==> src/rtl/sshes_pkg.sv <==
package sshes_pkg;

    localparam int STRIPS_DEF = 32;

    localparam int STRIP_W  = 5;
    localparam int ADC_W    = 14;
    localparam int OFFSET_W = 12;
    localparam int SLOPE_W  = 6;
    localparam int PAIRS_W  = 11;

    localparam int CFG_IDX_W  = 2;
    localparam int CFG_DATA_W = 14;

    localparam logic [ADC_W-1:0]    ADC_LIMIT_RST   = 14'd4095;
    localparam logic [OFFSET_W-1:0] BAND_OFFSET_RST = 12'd300;
    localparam logic [SLOPE_W-1:0]  BAND_SLOPE_RST  = 6'd12;

    // slope is held in tenths, so both sides of the band test scale by ten
    localparam int BAND_SCALE = 10;
    localparam int BAND_W     = 21;

    localparam logic MODE_SAMPLE    = 1'b0;
    localparam logic MODE_THRESHOLD = 1'b1;
    localparam logic SIDE_FRONT     = 1'b0;
    localparam logic SIDE_BACK      = 1'b1;

    typedef enum logic [CFG_IDX_W-1:0] {
        CFG_ADC_LIMIT   = 2'd0,
        CFG_BAND_OFFSET = 2'd1,
        CFG_BAND_SLOPE  = 2'd2
    } cfg_idx_t;

    typedef struct packed {
        logic [ADC_W-1:0]    adc_limit;
        logic [OFFSET_W-1:0] band_offset;
        logic [SLOPE_W-1:0]  band_slope;
    } cfg_t;

endpackage

==> src/rtl/sshes_thr_mem.sv <==
module sshes_thr_mem #(
    parameter int STRIPS = sshes_pkg::STRIPS_DEF
) (
    input  logic                         clk,
    input  logic                         rst_n,
    input  logic                         wr_en,
    input  logic                         rd_en,
    input  logic                         side,
    input  logic [$clog2(STRIPS)-1:0]    strip_idx,
    input  logic [sshes_pkg::ADC_W-1:0]  wdata,
    output logic [sshes_pkg::ADC_W-1:0]  rdata
);

    localparam int SW    = $clog2(STRIPS);
    localparam int AW    = SW + 1;
    localparam int DEPTH = 2 ** AW;

    logic [sshes_pkg::ADC_W-1:0] mem [DEPTH];
    logic [DEPTH-1:0]            valid_reg;
    logic [sshes_pkg::ADC_W-1:0] rdata_reg;
    logic [AW-1:0]               addr;

    assign addr  = {side, strip_idx};
    assign rdata = rdata_reg;

    always_ff @(posedge clk)
    begin
        if (wr_en)
        begin
            mem[addr] <= wdata;
        end
        // an entry never written reads as zero
        if (rd_en)
        begin
            rdata_reg <= valid_reg[addr] ? mem[addr] : '0;
        end
    end

    always_ff @(posedge clk or negedge rst_n)
    begin
        if (!rst_n)
        begin
            valid_reg <= '0;
        end
        else if (wr_en)
        begin
            valid_reg[addr] <= 1'b1;
        end
    end

endmodule

==> src/rtl/sshes_accum.sv <==
module sshes_accum #(
    parameter int STRIPS = sshes_pkg::STRIPS_DEF
) (
    input  logic                           clk,
    input  logic                           rst_n,
    input  logic                           load,
    input  logic                           side,
    input  logic [sshes_pkg::STRIP_W-1:0]  strip,
    input  logic [sshes_pkg::ADC_W-1:0]    value,
    input  logic                           last,
    input  logic                           in_range,
    input  logic [sshes_pkg::ADC_W-1:0]    thr,
    input  logic                           sum_ready,
    output logic                           s1_free,
    output logic                           sum_valid,
    output logic [$clog2(STRIPS+1)-1:0]    sum_f_cnt,
    output logic [$clog2(STRIPS+1)-1:0]    sum_b_cnt,
    output logic [sshes_pkg::STRIP_W-1:0]  sum_f_strip,
    output logic [sshes_pkg::STRIP_W-1:0]  sum_b_strip,
    output logic [sshes_pkg::ADC_W-1:0]    sum_f_adc,
    output logic [sshes_pkg::ADC_W-1:0]    sum_b_adc
);

    localparam int CW = $clog2(STRIPS + 1);

    logic                          s1_valid_reg;
    logic                          s1_side_reg;
    logic [sshes_pkg::STRIP_W-1:0] s1_strip_reg;
    logic [sshes_pkg::ADC_W-1:0]   s1_value_reg;
    logic                          s1_last_reg;
    logic                          s1_in_range_reg;

    logic [CW-1:0]                 f_cnt_reg,   f_cnt_next;
    logic [CW-1:0]                 b_cnt_reg,   b_cnt_next;
    logic [sshes_pkg::STRIP_W-1:0] f_strip_reg, f_strip_next;
    logic [sshes_pkg::STRIP_W-1:0] b_strip_reg, b_strip_next;
    logic [sshes_pkg::ADC_W-1:0]   f_adc_reg,   f_adc_next;
    logic [sshes_pkg::ADC_W-1:0]   b_adc_reg,   b_adc_next;

    logic hit, f_upd, b_upd, f_take, b_take, s1_done;

    assign s1_done   = s1_valid_reg && (!s1_last_reg || sum_ready);
    assign s1_free   = !s1_valid_reg || s1_done;
    assign sum_valid = s1_valid_reg && s1_last_reg;

    always_comb
    begin
        hit    = s1_in_range_reg && (s1_value_reg > thr);
        f_upd  = hit && (s1_side_reg == sshes_pkg::SIDE_FRONT);
        b_upd  = hit && (s1_side_reg == sshes_pkg::SIDE_BACK);
        // later sample wins a tie on the highest strip
        f_take = f_upd && ((f_cnt_reg == '0) || (s1_strip_reg >= f_strip_reg));
        b_take = b_upd && ((b_cnt_reg == '0) || (s1_strip_reg >= b_strip_reg));

        f_cnt_next = f_cnt_reg;
        if (f_upd && (f_cnt_reg < CW'(STRIPS)))
        begin
            f_cnt_next = f_cnt_reg + CW'(1);
        end
        b_cnt_next = b_cnt_reg;
        if (b_upd && (b_cnt_reg < CW'(STRIPS)))
        begin
            b_cnt_next = b_cnt_reg + CW'(1);
        end

        f_strip_next = f_take ? s1_strip_reg : f_strip_reg;
        f_adc_next   = f_take ? s1_value_reg : f_adc_reg;
        b_strip_next = b_take ? s1_strip_reg : b_strip_reg;
        b_adc_next   = b_take ? s1_value_reg : b_adc_reg;
    end

    assign sum_f_cnt   = f_cnt_next;
    assign sum_b_cnt   = b_cnt_next;
    assign sum_f_strip = f_strip_next;
    assign sum_b_strip = b_strip_next;
    assign sum_f_adc   = f_adc_next;
    assign sum_b_adc   = b_adc_next;

    always_ff @(posedge clk or negedge rst_n)
    begin
        if (!rst_n)
        begin
            s1_valid_reg <= 1'b0;
        end
        else if (s1_free)
        begin
            s1_valid_reg <= load;
        end
    end

    always_ff @(posedge clk)
    begin
        if (load)
        begin
            s1_side_reg     <= side;
            s1_strip_reg    <= strip;
            s1_value_reg    <= value;
            s1_last_reg     <= last;
            s1_in_range_reg <= in_range;
        end
    end

    // clear the event once its summary has moved on
    always_ff @(posedge clk or negedge rst_n)
    begin
        if (!rst_n)
        begin
            f_cnt_reg   <= '0;
            b_cnt_reg   <= '0;
            f_strip_reg <= '0;
            b_strip_reg <= '0;
            f_adc_reg   <= '0;
            b_adc_reg   <= '0;
        end
        else if (s1_done)
        begin
            if (s1_last_reg)
            begin
                f_cnt_reg   <= '0;
                b_cnt_reg   <= '0;
                f_strip_reg <= '0;
                b_strip_reg <= '0;
                f_adc_reg   <= '0;
                b_adc_reg   <= '0;
            end
            else
            begin
                f_cnt_reg   <= f_cnt_next;
                b_cnt_reg   <= b_cnt_next;
                f_strip_reg <= f_strip_next;
                b_strip_reg <= b_strip_next;
                f_adc_reg   <= f_adc_next;
                b_adc_reg   <= b_adc_next;
            end
        end
    end

`ifndef SYNTH
    a_event_cleared: assert property (@(posedge clk) disable iff (!rst_n)
        (s1_done && s1_last_reg) |=> (f_cnt_reg == '0 && b_cnt_reg == '0))
        else $error("event state not cleared after last sample");

    a_count_saturates: assert property (@(posedge clk) disable iff (!rst_n)
        (f_cnt_reg <= CW'(STRIPS)) && (b_cnt_reg <= CW'(STRIPS)))
        else $error("hit count beyond strip count");

    a_last_held: assert property (@(posedge clk) disable iff (!rst_n)
        (s1_valid_reg && s1_last_reg && !sum_ready) |=> (s1_valid_reg && s1_last_reg))
        else $error("last sample dropped while summary stage was full");
`endif

endmodule

==> src/rtl/sshes_qual.sv <==
module sshes_qual #(
    parameter int STRIPS = sshes_pkg::STRIPS_DEF
) (
    input  logic                            clk,
    input  logic                            rst_n,
    input  sshes_pkg::cfg_t                 cfg,
    input  logic                            sum_valid,
    input  logic [$clog2(STRIPS+1)-1:0]     sum_f_cnt,
    input  logic [$clog2(STRIPS+1)-1:0]     sum_b_cnt,
    input  logic [sshes_pkg::STRIP_W-1:0]   sum_f_strip,
    input  logic [sshes_pkg::STRIP_W-1:0]   sum_b_strip,
    input  logic [sshes_pkg::ADC_W-1:0]     sum_f_adc,
    input  logic [sshes_pkg::ADC_W-1:0]     sum_b_adc,
    output logic                            sum_ready,
    input  logic                            out_stall,
    output logic                            out_valid,
    output logic [sshes_pkg::PAIRS_W-1:0]   hit_pairs,
    output logic [sshes_pkg::STRIP_W-1:0]   front_strip,
    output logic [sshes_pkg::STRIP_W-1:0]   back_strip,
    output logic [sshes_pkg::ADC_W-1:0]     front_adc,
    output logic [sshes_pkg::ADC_W-1:0]     back_adc,
    output logic                            single_hit,
    output logic                            accepted
);

    localparam int CW = $clog2(STRIPS + 1);
    localparam int PW = 2 * CW + sshes_pkg::PAIRS_W;
    localparam int BW = sshes_pkg::BAND_W;

    logic                          s2_valid_reg;
    logic [CW-1:0]                 s2_f_cnt_reg, s2_b_cnt_reg;
    logic [sshes_pkg::STRIP_W-1:0] s2_f_strip_reg, s2_b_strip_reg;
    logic [sshes_pkg::ADC_W-1:0]   s2_f_adc_reg, s2_b_adc_reg;

    logic                          out_valid_reg;
    logic [sshes_pkg::PAIRS_W-1:0] hit_pairs_reg;
    logic [sshes_pkg::STRIP_W-1:0] front_strip_reg, back_strip_reg;
    logic [sshes_pkg::ADC_W-1:0]   front_adc_reg, back_adc_reg;
    logic                          single_hit_reg, accepted_reg;

    logic          out_free, s2_free;
    logic [PW-1:0] pairs_wide;
    logic          single;
    logic [BW-1:0] x_scaled, y_scaled, x_band, y_band, off_scaled;
    logic          in_limit, in_band;

    assign out_free  = !out_valid_reg || !out_stall;
    assign s2_free   = !s2_valid_reg || out_free;
    assign sum_ready = s2_free;

    always_comb
    begin
        pairs_wide = PW'(s2_f_cnt_reg) * PW'(s2_b_cnt_reg);
        single     = (pairs_wide == PW'(1));

        off_scaled = BW'(cfg.band_offset) * BW'(sshes_pkg::BAND_SCALE);
        x_scaled   = BW'(s2_f_adc_reg) * BW'(sshes_pkg::BAND_SCALE);
        y_scaled   = BW'(s2_b_adc_reg) * BW'(sshes_pkg::BAND_SCALE);
        x_band     = BW'(cfg.band_slope) * BW'(s2_f_adc_reg) + off_scaled;
        y_band     = BW'(cfg.band_slope) * BW'(s2_b_adc_reg) + off_scaled;

        in_limit = (s2_f_adc_reg <= cfg.adc_limit) && (s2_b_adc_reg <= cfg.adc_limit);
        // back against front band edge, then front against back
        in_band  = (y_scaled <= x_band) && (x_scaled <= y_band);
    end

    always_ff @(posedge clk or negedge rst_n)
    begin
        if (!rst_n)
        begin
            s2_valid_reg  <= 1'b0;
            out_valid_reg <= 1'b0;
        end
        else
        begin
            if (s2_free)
            begin
                s2_valid_reg <= sum_valid;
            end
            if (out_free)
            begin
                out_valid_reg <= s2_valid_reg;
            end
        end
    end

    always_ff @(posedge clk)
    begin
        if (s2_free && sum_valid)
        begin
            s2_f_cnt_reg   <= sum_f_cnt;
            s2_b_cnt_reg   <= sum_b_cnt;
            s2_f_strip_reg <= sum_f_strip;
            s2_b_strip_reg <= sum_b_strip;
            s2_f_adc_reg   <= sum_f_adc;
            s2_b_adc_reg   <= sum_b_adc;
        end
        if (out_free && s2_valid_reg)
        begin
            hit_pairs_reg   <= pairs_wide[sshes_pkg::PAIRS_W-1:0];
            front_strip_reg <= s2_f_strip_reg;
            back_strip_reg  <= s2_b_strip_reg;
            front_adc_reg   <= s2_f_adc_reg;
            back_adc_reg    <= s2_b_adc_reg;
            single_hit_reg  <= single;
            accepted_reg    <= single && in_limit && in_band;
        end
    end

    assign out_valid   = out_valid_reg;
    assign hit_pairs   = hit_pairs_reg;
    assign front_strip = front_strip_reg;
    assign back_strip  = back_strip_reg;
    assign front_adc   = front_adc_reg;
    assign back_adc    = back_adc_reg;
    assign single_hit  = single_hit_reg;
    assign accepted    = accepted_reg;

`ifndef SYNTH
    a_accept_needs_single: assert property (@(posedge clk) disable iff (!rst_n)
        (out_valid_reg && accepted_reg) |-> single_hit_reg)
        else $error("accepted event without a single hit");

    a_summary_held: assert property (@(posedge clk) disable iff (!rst_n)
        (s2_valid_reg && !out_free) |=> s2_valid_reg)
        else $error("summary lost while result was stalled");
`endif

endmodule

==> src/rtl/strip_single_hit_event_select.sv <==
// Single-hit event qualifier for a double-sided strip detector.
// Input channel (in_valid / in_stall): one item per transfer. mode selects a
// threshold write (value stored for the strip on that side) or an ADC sample;
// a sample above its strip threshold is a hit. last on a sample closes the
// event and produces one result; other items produce none.
// Output channel (out_valid / out_stall): hit pair count, highest hit strip
// and its ADC value per side, single-hit flag and the limit/band verdict.
// Configuration (cfg_valid / cfg_ready): index 0 ADC limit, 1 band offset,
// 2 band slope in tenths; cfg_ready is always high. Write only while idle.
// Throughput: one item per cycle while in_stall is low. The threshold read
// from the table memory is registered with the sample (stage s1), the
// accumulate into stage s2, the final multiply and band test into the output.
// When out_stall is held the three stages fill, then in_stall rises;
// samples that close no event keep flowing while only the result waits.
// Reset clears the event state, all thresholds to zero (valid bit per table
// entry) and loads the register defaults; no clearing pass is needed.
module strip_single_hit_event_select #(
    parameter int STRIPS = sshes_pkg::STRIPS_DEF
) (
    input  logic                              clk,
    input  logic                              rst_n,
    input  logic                              cfg_valid,
    output logic                              cfg_ready,
    input  logic [sshes_pkg::CFG_IDX_W-1:0]   cfg_index,
    input  logic [sshes_pkg::CFG_DATA_W-1:0]  cfg_data,
    input  logic                              in_valid,
    output logic                              in_stall,
    input  logic                              mode,
    input  logic                              side,
    input  logic [sshes_pkg::STRIP_W-1:0]     strip,
    input  logic [sshes_pkg::ADC_W-1:0]       value,
    input  logic                              last,
    output logic                              out_valid,
    input  logic                              out_stall,
    output logic [sshes_pkg::PAIRS_W-1:0]     hit_pairs,
    output logic [sshes_pkg::STRIP_W-1:0]     front_strip,
    output logic [sshes_pkg::STRIP_W-1:0]     back_strip,
    output logic [sshes_pkg::ADC_W-1:0]       front_adc,
    output logic [sshes_pkg::ADC_W-1:0]       back_adc,
    output logic                              single_hit,
    output logic                              accepted
);

    localparam int SW = $clog2(STRIPS);
    localparam int EW = sshes_pkg::STRIP_W + SW;
    localparam int CW = $clog2(STRIPS + 1);

    sshes_pkg::cfg_t cfg_reg;

    logic                          accept, in_range, s1_free;
    logic [EW-1:0]                 strip_ext;
    logic [SW-1:0]                 strip_idx;
    logic [sshes_pkg::ADC_W-1:0]   thr;

    logic                          sum_valid, sum_ready;
    logic [CW-1:0]                 sum_f_cnt, sum_b_cnt;
    logic [sshes_pkg::STRIP_W-1:0] sum_f_strip, sum_b_strip;
    logic [sshes_pkg::ADC_W-1:0]   sum_f_adc, sum_b_adc;

    assign cfg_ready = 1'b1;
    assign in_stall  = !s1_free;
    assign accept    = in_valid && !in_stall;

    // strips at or beyond the strip count are ignored
    assign strip_ext = {{SW{1'b0}}, strip};
    assign in_range  = strip_ext < EW'(STRIPS);
    assign strip_idx = strip_ext[SW-1:0];

    always_ff @(posedge clk or negedge rst_n)
    begin
        if (!rst_n)
        begin
            cfg_reg.adc_limit   <= sshes_pkg::ADC_LIMIT_RST;
            cfg_reg.band_offset <= sshes_pkg::BAND_OFFSET_RST;
            cfg_reg.band_slope  <= sshes_pkg::BAND_SLOPE_RST;
        end
        else if (cfg_valid && cfg_ready)
        begin
            unique case (cfg_index)
                sshes_pkg::CFG_ADC_LIMIT:
                    cfg_reg.adc_limit <= cfg_data[sshes_pkg::ADC_W-1:0];
                sshes_pkg::CFG_BAND_OFFSET:
                    cfg_reg.band_offset <= cfg_data[sshes_pkg::OFFSET_W-1:0];
                sshes_pkg::CFG_BAND_SLOPE:
                    cfg_reg.band_slope <= cfg_data[sshes_pkg::SLOPE_W-1:0];
                default:
                    cfg_reg <= cfg_reg;
            endcase
        end
    end

    sshes_thr_mem #(
        .STRIPS (STRIPS)
    ) u_thr_mem (
        .clk       (clk),
        .rst_n     (rst_n),
        .wr_en     (accept && (mode == sshes_pkg::MODE_THRESHOLD) && in_range),
        .rd_en     (accept && (mode == sshes_pkg::MODE_SAMPLE)),
        .side      (side),
        .strip_idx (strip_idx),
        .wdata     (value),
        .rdata     (thr)
    );

    sshes_accum #(
        .STRIPS (STRIPS)
    ) u_accum (
        .clk         (clk),
        .rst_n       (rst_n),
        .load        (accept && (mode == sshes_pkg::MODE_SAMPLE)),
        .side        (side),
        .strip       (strip),
        .value       (value),
        .last        (last),
        .in_range    (in_range),
        .thr         (thr),
        .sum_ready   (sum_ready),
        .s1_free     (s1_free),
        .sum_valid   (sum_valid),
        .sum_f_cnt   (sum_f_cnt),
        .sum_b_cnt   (sum_b_cnt),
        .sum_f_strip (sum_f_strip),
        .sum_b_strip (sum_b_strip),
        .sum_f_adc   (sum_f_adc),
        .sum_b_adc   (sum_b_adc)
    );

    sshes_qual #(
        .STRIPS (STRIPS)
    ) u_qual (
        .clk         (clk),
        .rst_n       (rst_n),
        .cfg         (cfg_reg),
        .sum_valid   (sum_valid),
        .sum_f_cnt   (sum_f_cnt),
        .sum_b_cnt   (sum_b_cnt),
        .sum_f_strip (sum_f_strip),
        .sum_b_strip (sum_b_strip),
        .sum_f_adc   (sum_f_adc),
        .sum_b_adc   (sum_b_adc),
        .sum_ready   (sum_ready),
        .out_stall   (out_stall),
        .out_valid   (out_valid),
        .hit_pairs   (hit_pairs),
        .front_strip (front_strip),
        .back_strip  (back_strip),
        .front_adc   (front_adc),
        .back_adc    (back_adc),
        .single_hit  (single_hit),
        .accepted    (accepted)
    );

endmodule
==> config.mk <==
export PLATFORM = sky130hd
export DESIGN_NAME = strip_single_hit_event_select
export DESIGN_NICKNAME = d
export VERILOG_FILES = /design/src/rtl/sshes_pkg.sv /design/src/rtl/sshes_thr_mem.sv /design/src/rtl/sshes_accum.sv /design/src/rtl/sshes_qual.sv /design/src/rtl/strip_single_hit_event_select.sv
export SDC_FILE = /design/constraint.sdc
export NUM_CORES = 2
export LEC_CHECK = 0
export BUFFER_PORTS_ARGS = -buffer_cell sky130_fd_sc_hd__buf_2
export CAP_MARGIN = 20
export CELL_PAD_IN_SITES_DETAIL_PLACEMENT = 0
export CELL_PAD_IN_SITES_GLOBAL_PLACEMENT = 1
export CORE_UTILIZATION = 48
export CTS_CLUSTER_SIZE = 25
export DETAILED_ROUTE_END_ITERATION = 7
export PLACE_DENSITY_LB_ADDON = 0.3
export SKIP_CTS_REPAIR_TIMING = 1
export SYNTH_ARGS = -nofsm -noshare
export SYNTH_HDL_FRONTEND = slang
export SYNTH_SLANG_ARGS = --single-unit
==> constraint.sdc <==
create_clock -name clk -period 6.2 [get_ports clk]
set_clock_uncertainty 0.05 [all_clocks]
set_input_delay 1.24 -clock clk [delete_from_list [all_inputs] [get_ports clk]]
set_output_delay 1.24 -clock clk [all_outputs]
set_load 0.01 [all_outputs]
### Word level (Yosys, flattened, before mapping)

Memories as Yosys holds them, arrays and structs flattened. A register that Yosys moved wholly into a read port is not among the register bits.
Index checks and enable logic that the tools add are counted.

* memories: 1
* logic and storage cells: 117
* bits of input ports: 43
* output and inout port bits: 54
* bits in writable memories: 896
* bits in registers: 272

Memory list
* u_thr_mem.mem: words 64, bits a word 14, read ports 1, clocked after Yosys merged registers in 1, wr ports 1, RTL line sshes_thr_mem.sv:18 `logic [sshes_pkg::ADC_W-1:0] mem [DEPTH];`

* reductions and logical operators: 39
* multiply operators: 6
* equality and inequality tests: 3
* magnitude comparators: 12
* multiplexer cells: 18
* bitwise logic cells: 3
* add/sub/neg operators: 4

Operators by type and width (count)
* $or 64x64->64: 1
* $mux 14: 4
* $add 20x16->21: 2
* $le 18x21->1: 2
* $mul 6x14->20: 2
* $mul 14x3->17 const B: 2
* $le 14x14->1: 2
* $mux 6: 4
* $logic_and 1x1->1: 20
* $mux 5: 4
* $mul 12x3->15 const B: 1
* $gt 14x14->1: 1
* $add 6x1->6 const B: 2
* $eq 12x1->1 const B: 1
* $logic_not 6->1: 2
* $lt 6x6->1 const B: 2
* $mul 6x6->12: 1
* $ge 5x5->1: 2
* $logic_not 1->1: 7
* $lt 6x7->1 const B: 1
* $bmux 1 s6: 1
* $demux 1 s6: 1
* $ge 6x1->1 const B: 1
* $logic_or 1x1->1: 6
* other kinds (7): 13

### Depth between registers and ports, before layout

* word-level depth: 11
* depth in mapped cells: 28

### Modules after synthesis

Synthesis repeated with hierarchy kept, for this count alone.

* cells, all modules: 4104
* area, all modules: 56804.5 µm²

Modules (own cells, without submodules)
* sshes_thr_mem: cells each 2244, area each 37571.0 µm², instances 1, seq. area each 28927.7 µm²
* sshes_qual: cells each 1328, area each 13519.2 µm², instances 1, seq. area each 3083.0 µm²
* sshes_accum: cells each 457, area each 4449.3 µm², instances 1, seq. area each 1936.9 µm²
* strip_single_hit_event_select: cells each 75, area each 1265.0 µm², instances 1, seq. area each 823.3 µm²

### Worst setup path before layout

Ideal clock, no wire load.

* path kind: register to register
* start: register cfg_reg[3] (netlist bit)
* end: register u_qual.accepted_reg, in the netlist u_qual.accepted (data pin)
* data required time: 5.878 ns
* setup time: 0.272 ns
* slack: 0.052 ns
* stages on the path, launching flop included: 27
* buffers on the path: 2
* data arrival time: 5.826 ns
* cell sequence: dfstp_2 clkbuf_1 clkbuf_1 nand2_1 fa_1 fa_1 inv_1 fa_1 inv_1 fa_1 inv_1 ha_1 and3_1 a211oi_1 a2111oi_0 o21ai_1 a21o_1 nand2_1 a21oi_1 xor2_1 ha_1 and3_1 nand3_1 a21oi_1 o22ai_1 nor4_1 a211oi_2

* word-level cells in the longest chain between the ends: 5

RTL lines
* start, declared: RTL line strip_single_hit_event_select.sv:48 `sshes_pkg::cfg_t cfg_reg;`
* start signal, assigned: RTL line strip_single_hit_event_select.sv:87 `cfg_reg <= cfg_reg;`
* $mul 6x14->20, on equally long branches: RTL line sshes_qual.sv:59, sshes_qual.sv:60
* $add 20x16->21, on equally long branches: RTL line sshes_qual.sv:59, sshes_qual.sv:60
* $le 18x21->1: RTL line sshes_qual.sv:64 `in_band = (y_scaled <= x_band) && (x_scaled <= y_band);`
* $logic_and 1x1->1 *: RTL line sshes_qual.sv:64
* $logic_and 1x1->1 *: RTL line sshes_qual.sv:106 `accepted_reg <= single && in_limit && in_band;`
* end signal, assigned: RTL line sshes_qual.sv:106
* end, declared: RTL line sshes_qual.sv:39 `logic single_hit_reg, accepted_reg;`

Mark *: on every way between the ends. The rest lies on a longest branch, timed or not.
A chain may end at the register's enable or synchronous reset.

### Final worst setup path

Ends and elaborated chain as after synthesis.

==> run summary <==
Result of the run - completed
Switching fraction of total power - 0.3372
Top area cells in the synthesized netlist - sky130_fd_sc_hd__edfxtp_1 57%, sky130_fd_sc_hd__dfrtp_1 6.1%, sky130_fd_sc_hd__ha_1 5.9%
Clk network pwr share - 0.261
Area of the placeable core - 111100 sq um
Final max-slew violation count - 0
Number of distinct library cell variants in the gate-level netlist after synthesis - 72
Post-route clock period utilization - 0.9685
ANT nets after route - 0
Primary FF master, synth - sky130_fd_sc_hd__edfxtp_1
Worst min-delay path class - reg -> reg
Internal Dissipation - 0.01847 W
Share of synthesized flip-flops with an asynchronous set or reset - 0.1262
Type of origin of the critical path - flop
Count of final hold-check violations - 0
Vias per cell - 5.957
Slack of the worst reg-to-reg path - 200 ps
Layout overhead on the synthesized area - 15.17%
Post-synthesis instance area - 54080 sq um
Die Wd - 337.6 um
Power density over cell area - 447.5 nW/um^2
Fraction of final layout cells sized beyond drive strength 1 - 0.1730
Placed insts - 5396
Sequential area share after synthesis - 0.6424
Bufs on Longest Clock Path - 3
Cell count after synthesis - 3748
Depth of the worst register-to-register path - 25
Worst Tran Pin Value - 1091 ps
Total net switching power - 0.009399 W
DR DRC count - 0
Number of rows created at floorplan - 122
Max reg flops - 896
Final critical-path setup slack - 195.3 ps
Cell accounting for the most synthesized area - sky130_fd_sc_hd__edfxtp_1
Global-route wire length before repair - 215200 um
Proportion of netlist area held by the largest area contributor - 0.5731
Max-slew headroom at the worst pin - 0.2663
Largest net degree at the start of global routing - 66
Combinational group share of total power - 0.416
Data required time of the critical path - 6590 ps
Critical path peak fanout - 12
Net total in the final layout - 4494
Number of I/O pins - 97
Total GRT Usage - 0.2572
Number of iterations in the first detailed-routing pass - 6
Average routed wire per standard cell - 25.93 um
Total congestion overflow - 0
Number of buffers created by CTS - 117
Die extent in y - 337.6 um
Initial antenna violation count - 2
Finish-stage setup viols - 0
Leakage power total - 23.34 nW
Total length of routed wires - 146400 um
Sum of net half-perimeters after detailed placement - 93390 um
Number of clock sinks seen by CTS - 1181
Total stage count of the critical path - 25
Crit path arrival time - 6400 ps
Seq pwr share - 0.323
Count of synthesis-stage warnings from yosys - 0
Clock-pin transition on the worst setup and hold timing paths - 60 ps
Vias in the first global route - 32950
Post-Layout Cell Count - 5644
Count of H-tree levels built during CTS - 3
Via count - 33620
Max capacitance violation total - 0
Kind of critical path - reg -> reg
Standard cell with the maximum stage delay on the critical path - sky130_fd_sc_hd__dfstp_2
Cell chosen for the clock root - sky130_fd_sc_hd__clkbuf_16
DP Worst Slack - -238.3 ps
Peak VDD IR - 608.1 uV
Number of buffer cells added on primary ports - 95
Starting density of the core - 0.4866
Gpl congestion - 0.8871
Number of stages on the worst hold path - 0
Nets in the synthesized netlist - 4189
Buf/Inv on CP - 5
Skew-Pair Late Insertion Delay - 730 ps
1st-iter DRT viols - 3489
Minimum clock period after layout - 6005 ps
Synth Register Bits - 1181
Crit path top cell by count - sky130_fd_sc_hd__fa_1
TritonCTS clock tree - yes
Mean instance size in the synthesized netlist - 14.43 sq um
Highest achievable clock rate - 166.5 MHz
Kind of capture point of the worst setup path - flop
Worst path max stage delay - 570 ps
Largest delay contributor family on the critical path - adder cells
Die outline area - 114000 sq um
Number of enable flip-flop cells after synthesis - 1032
-- final timing paths --
path / to / start
worst min register to register: u_qual.front_strip[3] / u_qual.s2_f_strip_reg[3]
max in group asynchronous: cfg_reg[0] / rst_n
worst max register to register: u_qual.accepted / cfg_reg[3]
min in group asynchronous: u_thr_mem.valid_reg[12] / rst_n
worst min-delay path: u_qual.front_strip[3] / u_qual.s2_f_strip_reg[3]
worst max-delay path: u_qual.accepted / cfg_reg[3]
-- cell usage after synthesis (5+ instances only) --
cell and count:
sky130_fd_sc_hd__o21ai_1 24, sky130_fd_sc_hd__nand3_1 31, sky130_fd_sc_hd__ha_1 254, sky130_fd_sc_hd__nor2b_1 15, sky130_fd_sc_hd__o21a_1 13, sky130_fd_sc_hd__a31oi_1 104, sky130_fd_sc_hd__o211ai_1 8, sky130_fd_sc_hd__or2_2 65
sky130_fd_sc_hd__mux2_2 21, sky130_fd_sc_hd__nor4_1 26, sky130_fd_sc_hd__a22o_1 99, sky130_fd_sc_hd__nand4_1 41, sky130_fd_sc_hd__buf_2 26, sky130_fd_sc_hd__dfstp_2 18, sky130_fd_sc_hd__edfxtp_1 1032, sky130_fd_sc_hd__inv_1 251
sky130_fd_sc_hd__and2_1 163, sky130_fd_sc_hd__a22oi_1 287, sky130_fd_sc_hd__or3_1 11, sky130_fd_sc_hd__o211a_1 6, sky130_fd_sc_hd__a32o_1 34, sky130_fd_sc_hd__and3_1 13, sky130_fd_sc_hd__nand2b_1 10, sky130_fd_sc_hd__mux2i_1 5
sky130_fd_sc_hd__o21bai_1 6, sky130_fd_sc_hd__nand2_1 149, sky130_fd_sc_hd__or2_1 8, sky130_fd_sc_hd__a211oi_1 5, sky130_fd_sc_hd__xnor2_1 41, sky130_fd_sc_hd__fa_1 144, sky130_fd_sc_hd__clkbuf_1 115, sky130_fd_sc_hd__o21ai_0 63
sky130_fd_sc_hd__mux2_1 28, sky130_fd_sc_hd__buf_1 28, sky130_fd_sc_hd__nor2_1 113, sky130_fd_sc_hd__a21o_1 40, sky130_fd_sc_hd__a21oi_1 111, sky130_fd_sc_hd__dfrtp_1 131, sky130_fd_sc_hd__a221oi_1 101, sky130_fd_sc_hd__xor2_1 24
sky130_fd_sc_hd__nor3_1 16
-- power groups by stage --
stage / combinational, W / sequential (W) / clock, W
floorplan: 0.00702 / 0.00913 / 0
global placement: 0.0103 / 0.00916 / 0
detailed placement: 0.0104 / 0.00917 / 0
CTS: 0.0105 / 0.00900 / 0.00737
global route: 0.0130 / 0.00902 / 0.00766
finish: 0.0116 / 0.00900 / 0.00729
-- kinds of logic (layout without fill, tap and decap cells) --
group,after synthesis,count (layout),share of synthesized area
compound gates,942,942,0.1266
xor+xnor,65,65,0.01053
fa+ha+maj,398,398,0.1121
buf+inv,421,828,0.02989
flops,1181,1181,0.6424
mux,54,54,0.01113
other cells,1,2,0.00006935
simple gates,686,686,0.06722
-- layer usage --
layer / part of all wire / track usage / wire length [um]
met1: 0.41 / 0.3495 / 60730
met2: 0.48 / 0.4215 / 69750
met3: 0.072 / 0.04210 / 10510
met4: 0.036 / 0.08626 / 5337
met5: 0.00016 / 0 / 23
-- layout by cell type, fill, tap and decap left out, types with 22 or more instances in the layout --
cell	n
sky130_fd_sc_hd__nor4_1	24
sky130_fd_sc_hd__a21oi_1	98
sky130_fd_sc_hd__ha_1	243
sky130_fd_sc_hd__xnor2_1	41
sky130_fd_sc_hd__dfrtp_1	130
sky130_fd_sc_hd__edfxtp_1	1032
sky130_fd_sc_hd__a22oi_1	287
sky130_fd_sc_hd__nor2_1	108
sky130_fd_sc_hd__fa_1	144
sky130_fd_sc_hd__o21ai_0	58
sky130_fd_sc_hd__a22o_1	99
sky130_fd_sc_hd__nand3_1	30
sky130_fd_sc_hd__xor2_1	22
sky130_fd_sc_hd__a31oi_1	103
sky130_fd_sc_hd__nand4_1	41
sky130_fd_sc_hd__o21ai_1	26
sky130_fd_sc_hd__clkbuf_1	27
sky130_fd_sc_hd__nand2_1	149
sky130_fd_sc_hd__buf_4	241
sky130_fd_sc_hd__inv_1	250
sky130_fd_sc_hd__mux2_1	28
sky130_fd_sc_hd__a32o_1	34
sky130_fd_sc_hd__buf_2	95
sky130_fd_sc_hd__or2_2	65
sky130_fd_sc_hd__and2_1	151
sky130_fd_sc_hd__a21o_1	40
sky130_fd_sc_hd__a221oi_1	101
sky130_fd_sc_hd__clkbuf_16	118
-- through the flow --
step | power, W | utilization | hold WS, ps | instance area, sq um | setup TNS (ps)
floorplan | 0.01615 | - | 350.3 | 54080 | 0
global placement | 0.01945 | 0.5194 | 355.5 | 57720 | -211.8
detailed placement | 0.01958 | 0.5195 | 354.5 | 57730 | -238.3
CTS | 0.02687 | 0.5554 | 369.9 | 61720 | -254.8
global route | 0.02964 | 0.5604 | 373.5 | 62280 | -48.78
finish | 0.02787 | 0.5605 | 368.1 | 62280 | 0
-- area by class of cell --
type | instances | area [sq um]
fillers | 9032 | 48850
flip-flops and latches | 1181 | 34740
multi-input cells | 2146 | 18120
clock buffers | 156 | 3206
repair buffers | 356 | 2619
well taps | 1488 | 1862
inverters | 251 | 942.2
clock inverters | 65 | 788.3
diodes | 1 | 2.502
No activity file was read; power rests on OpenSTA's default activity.
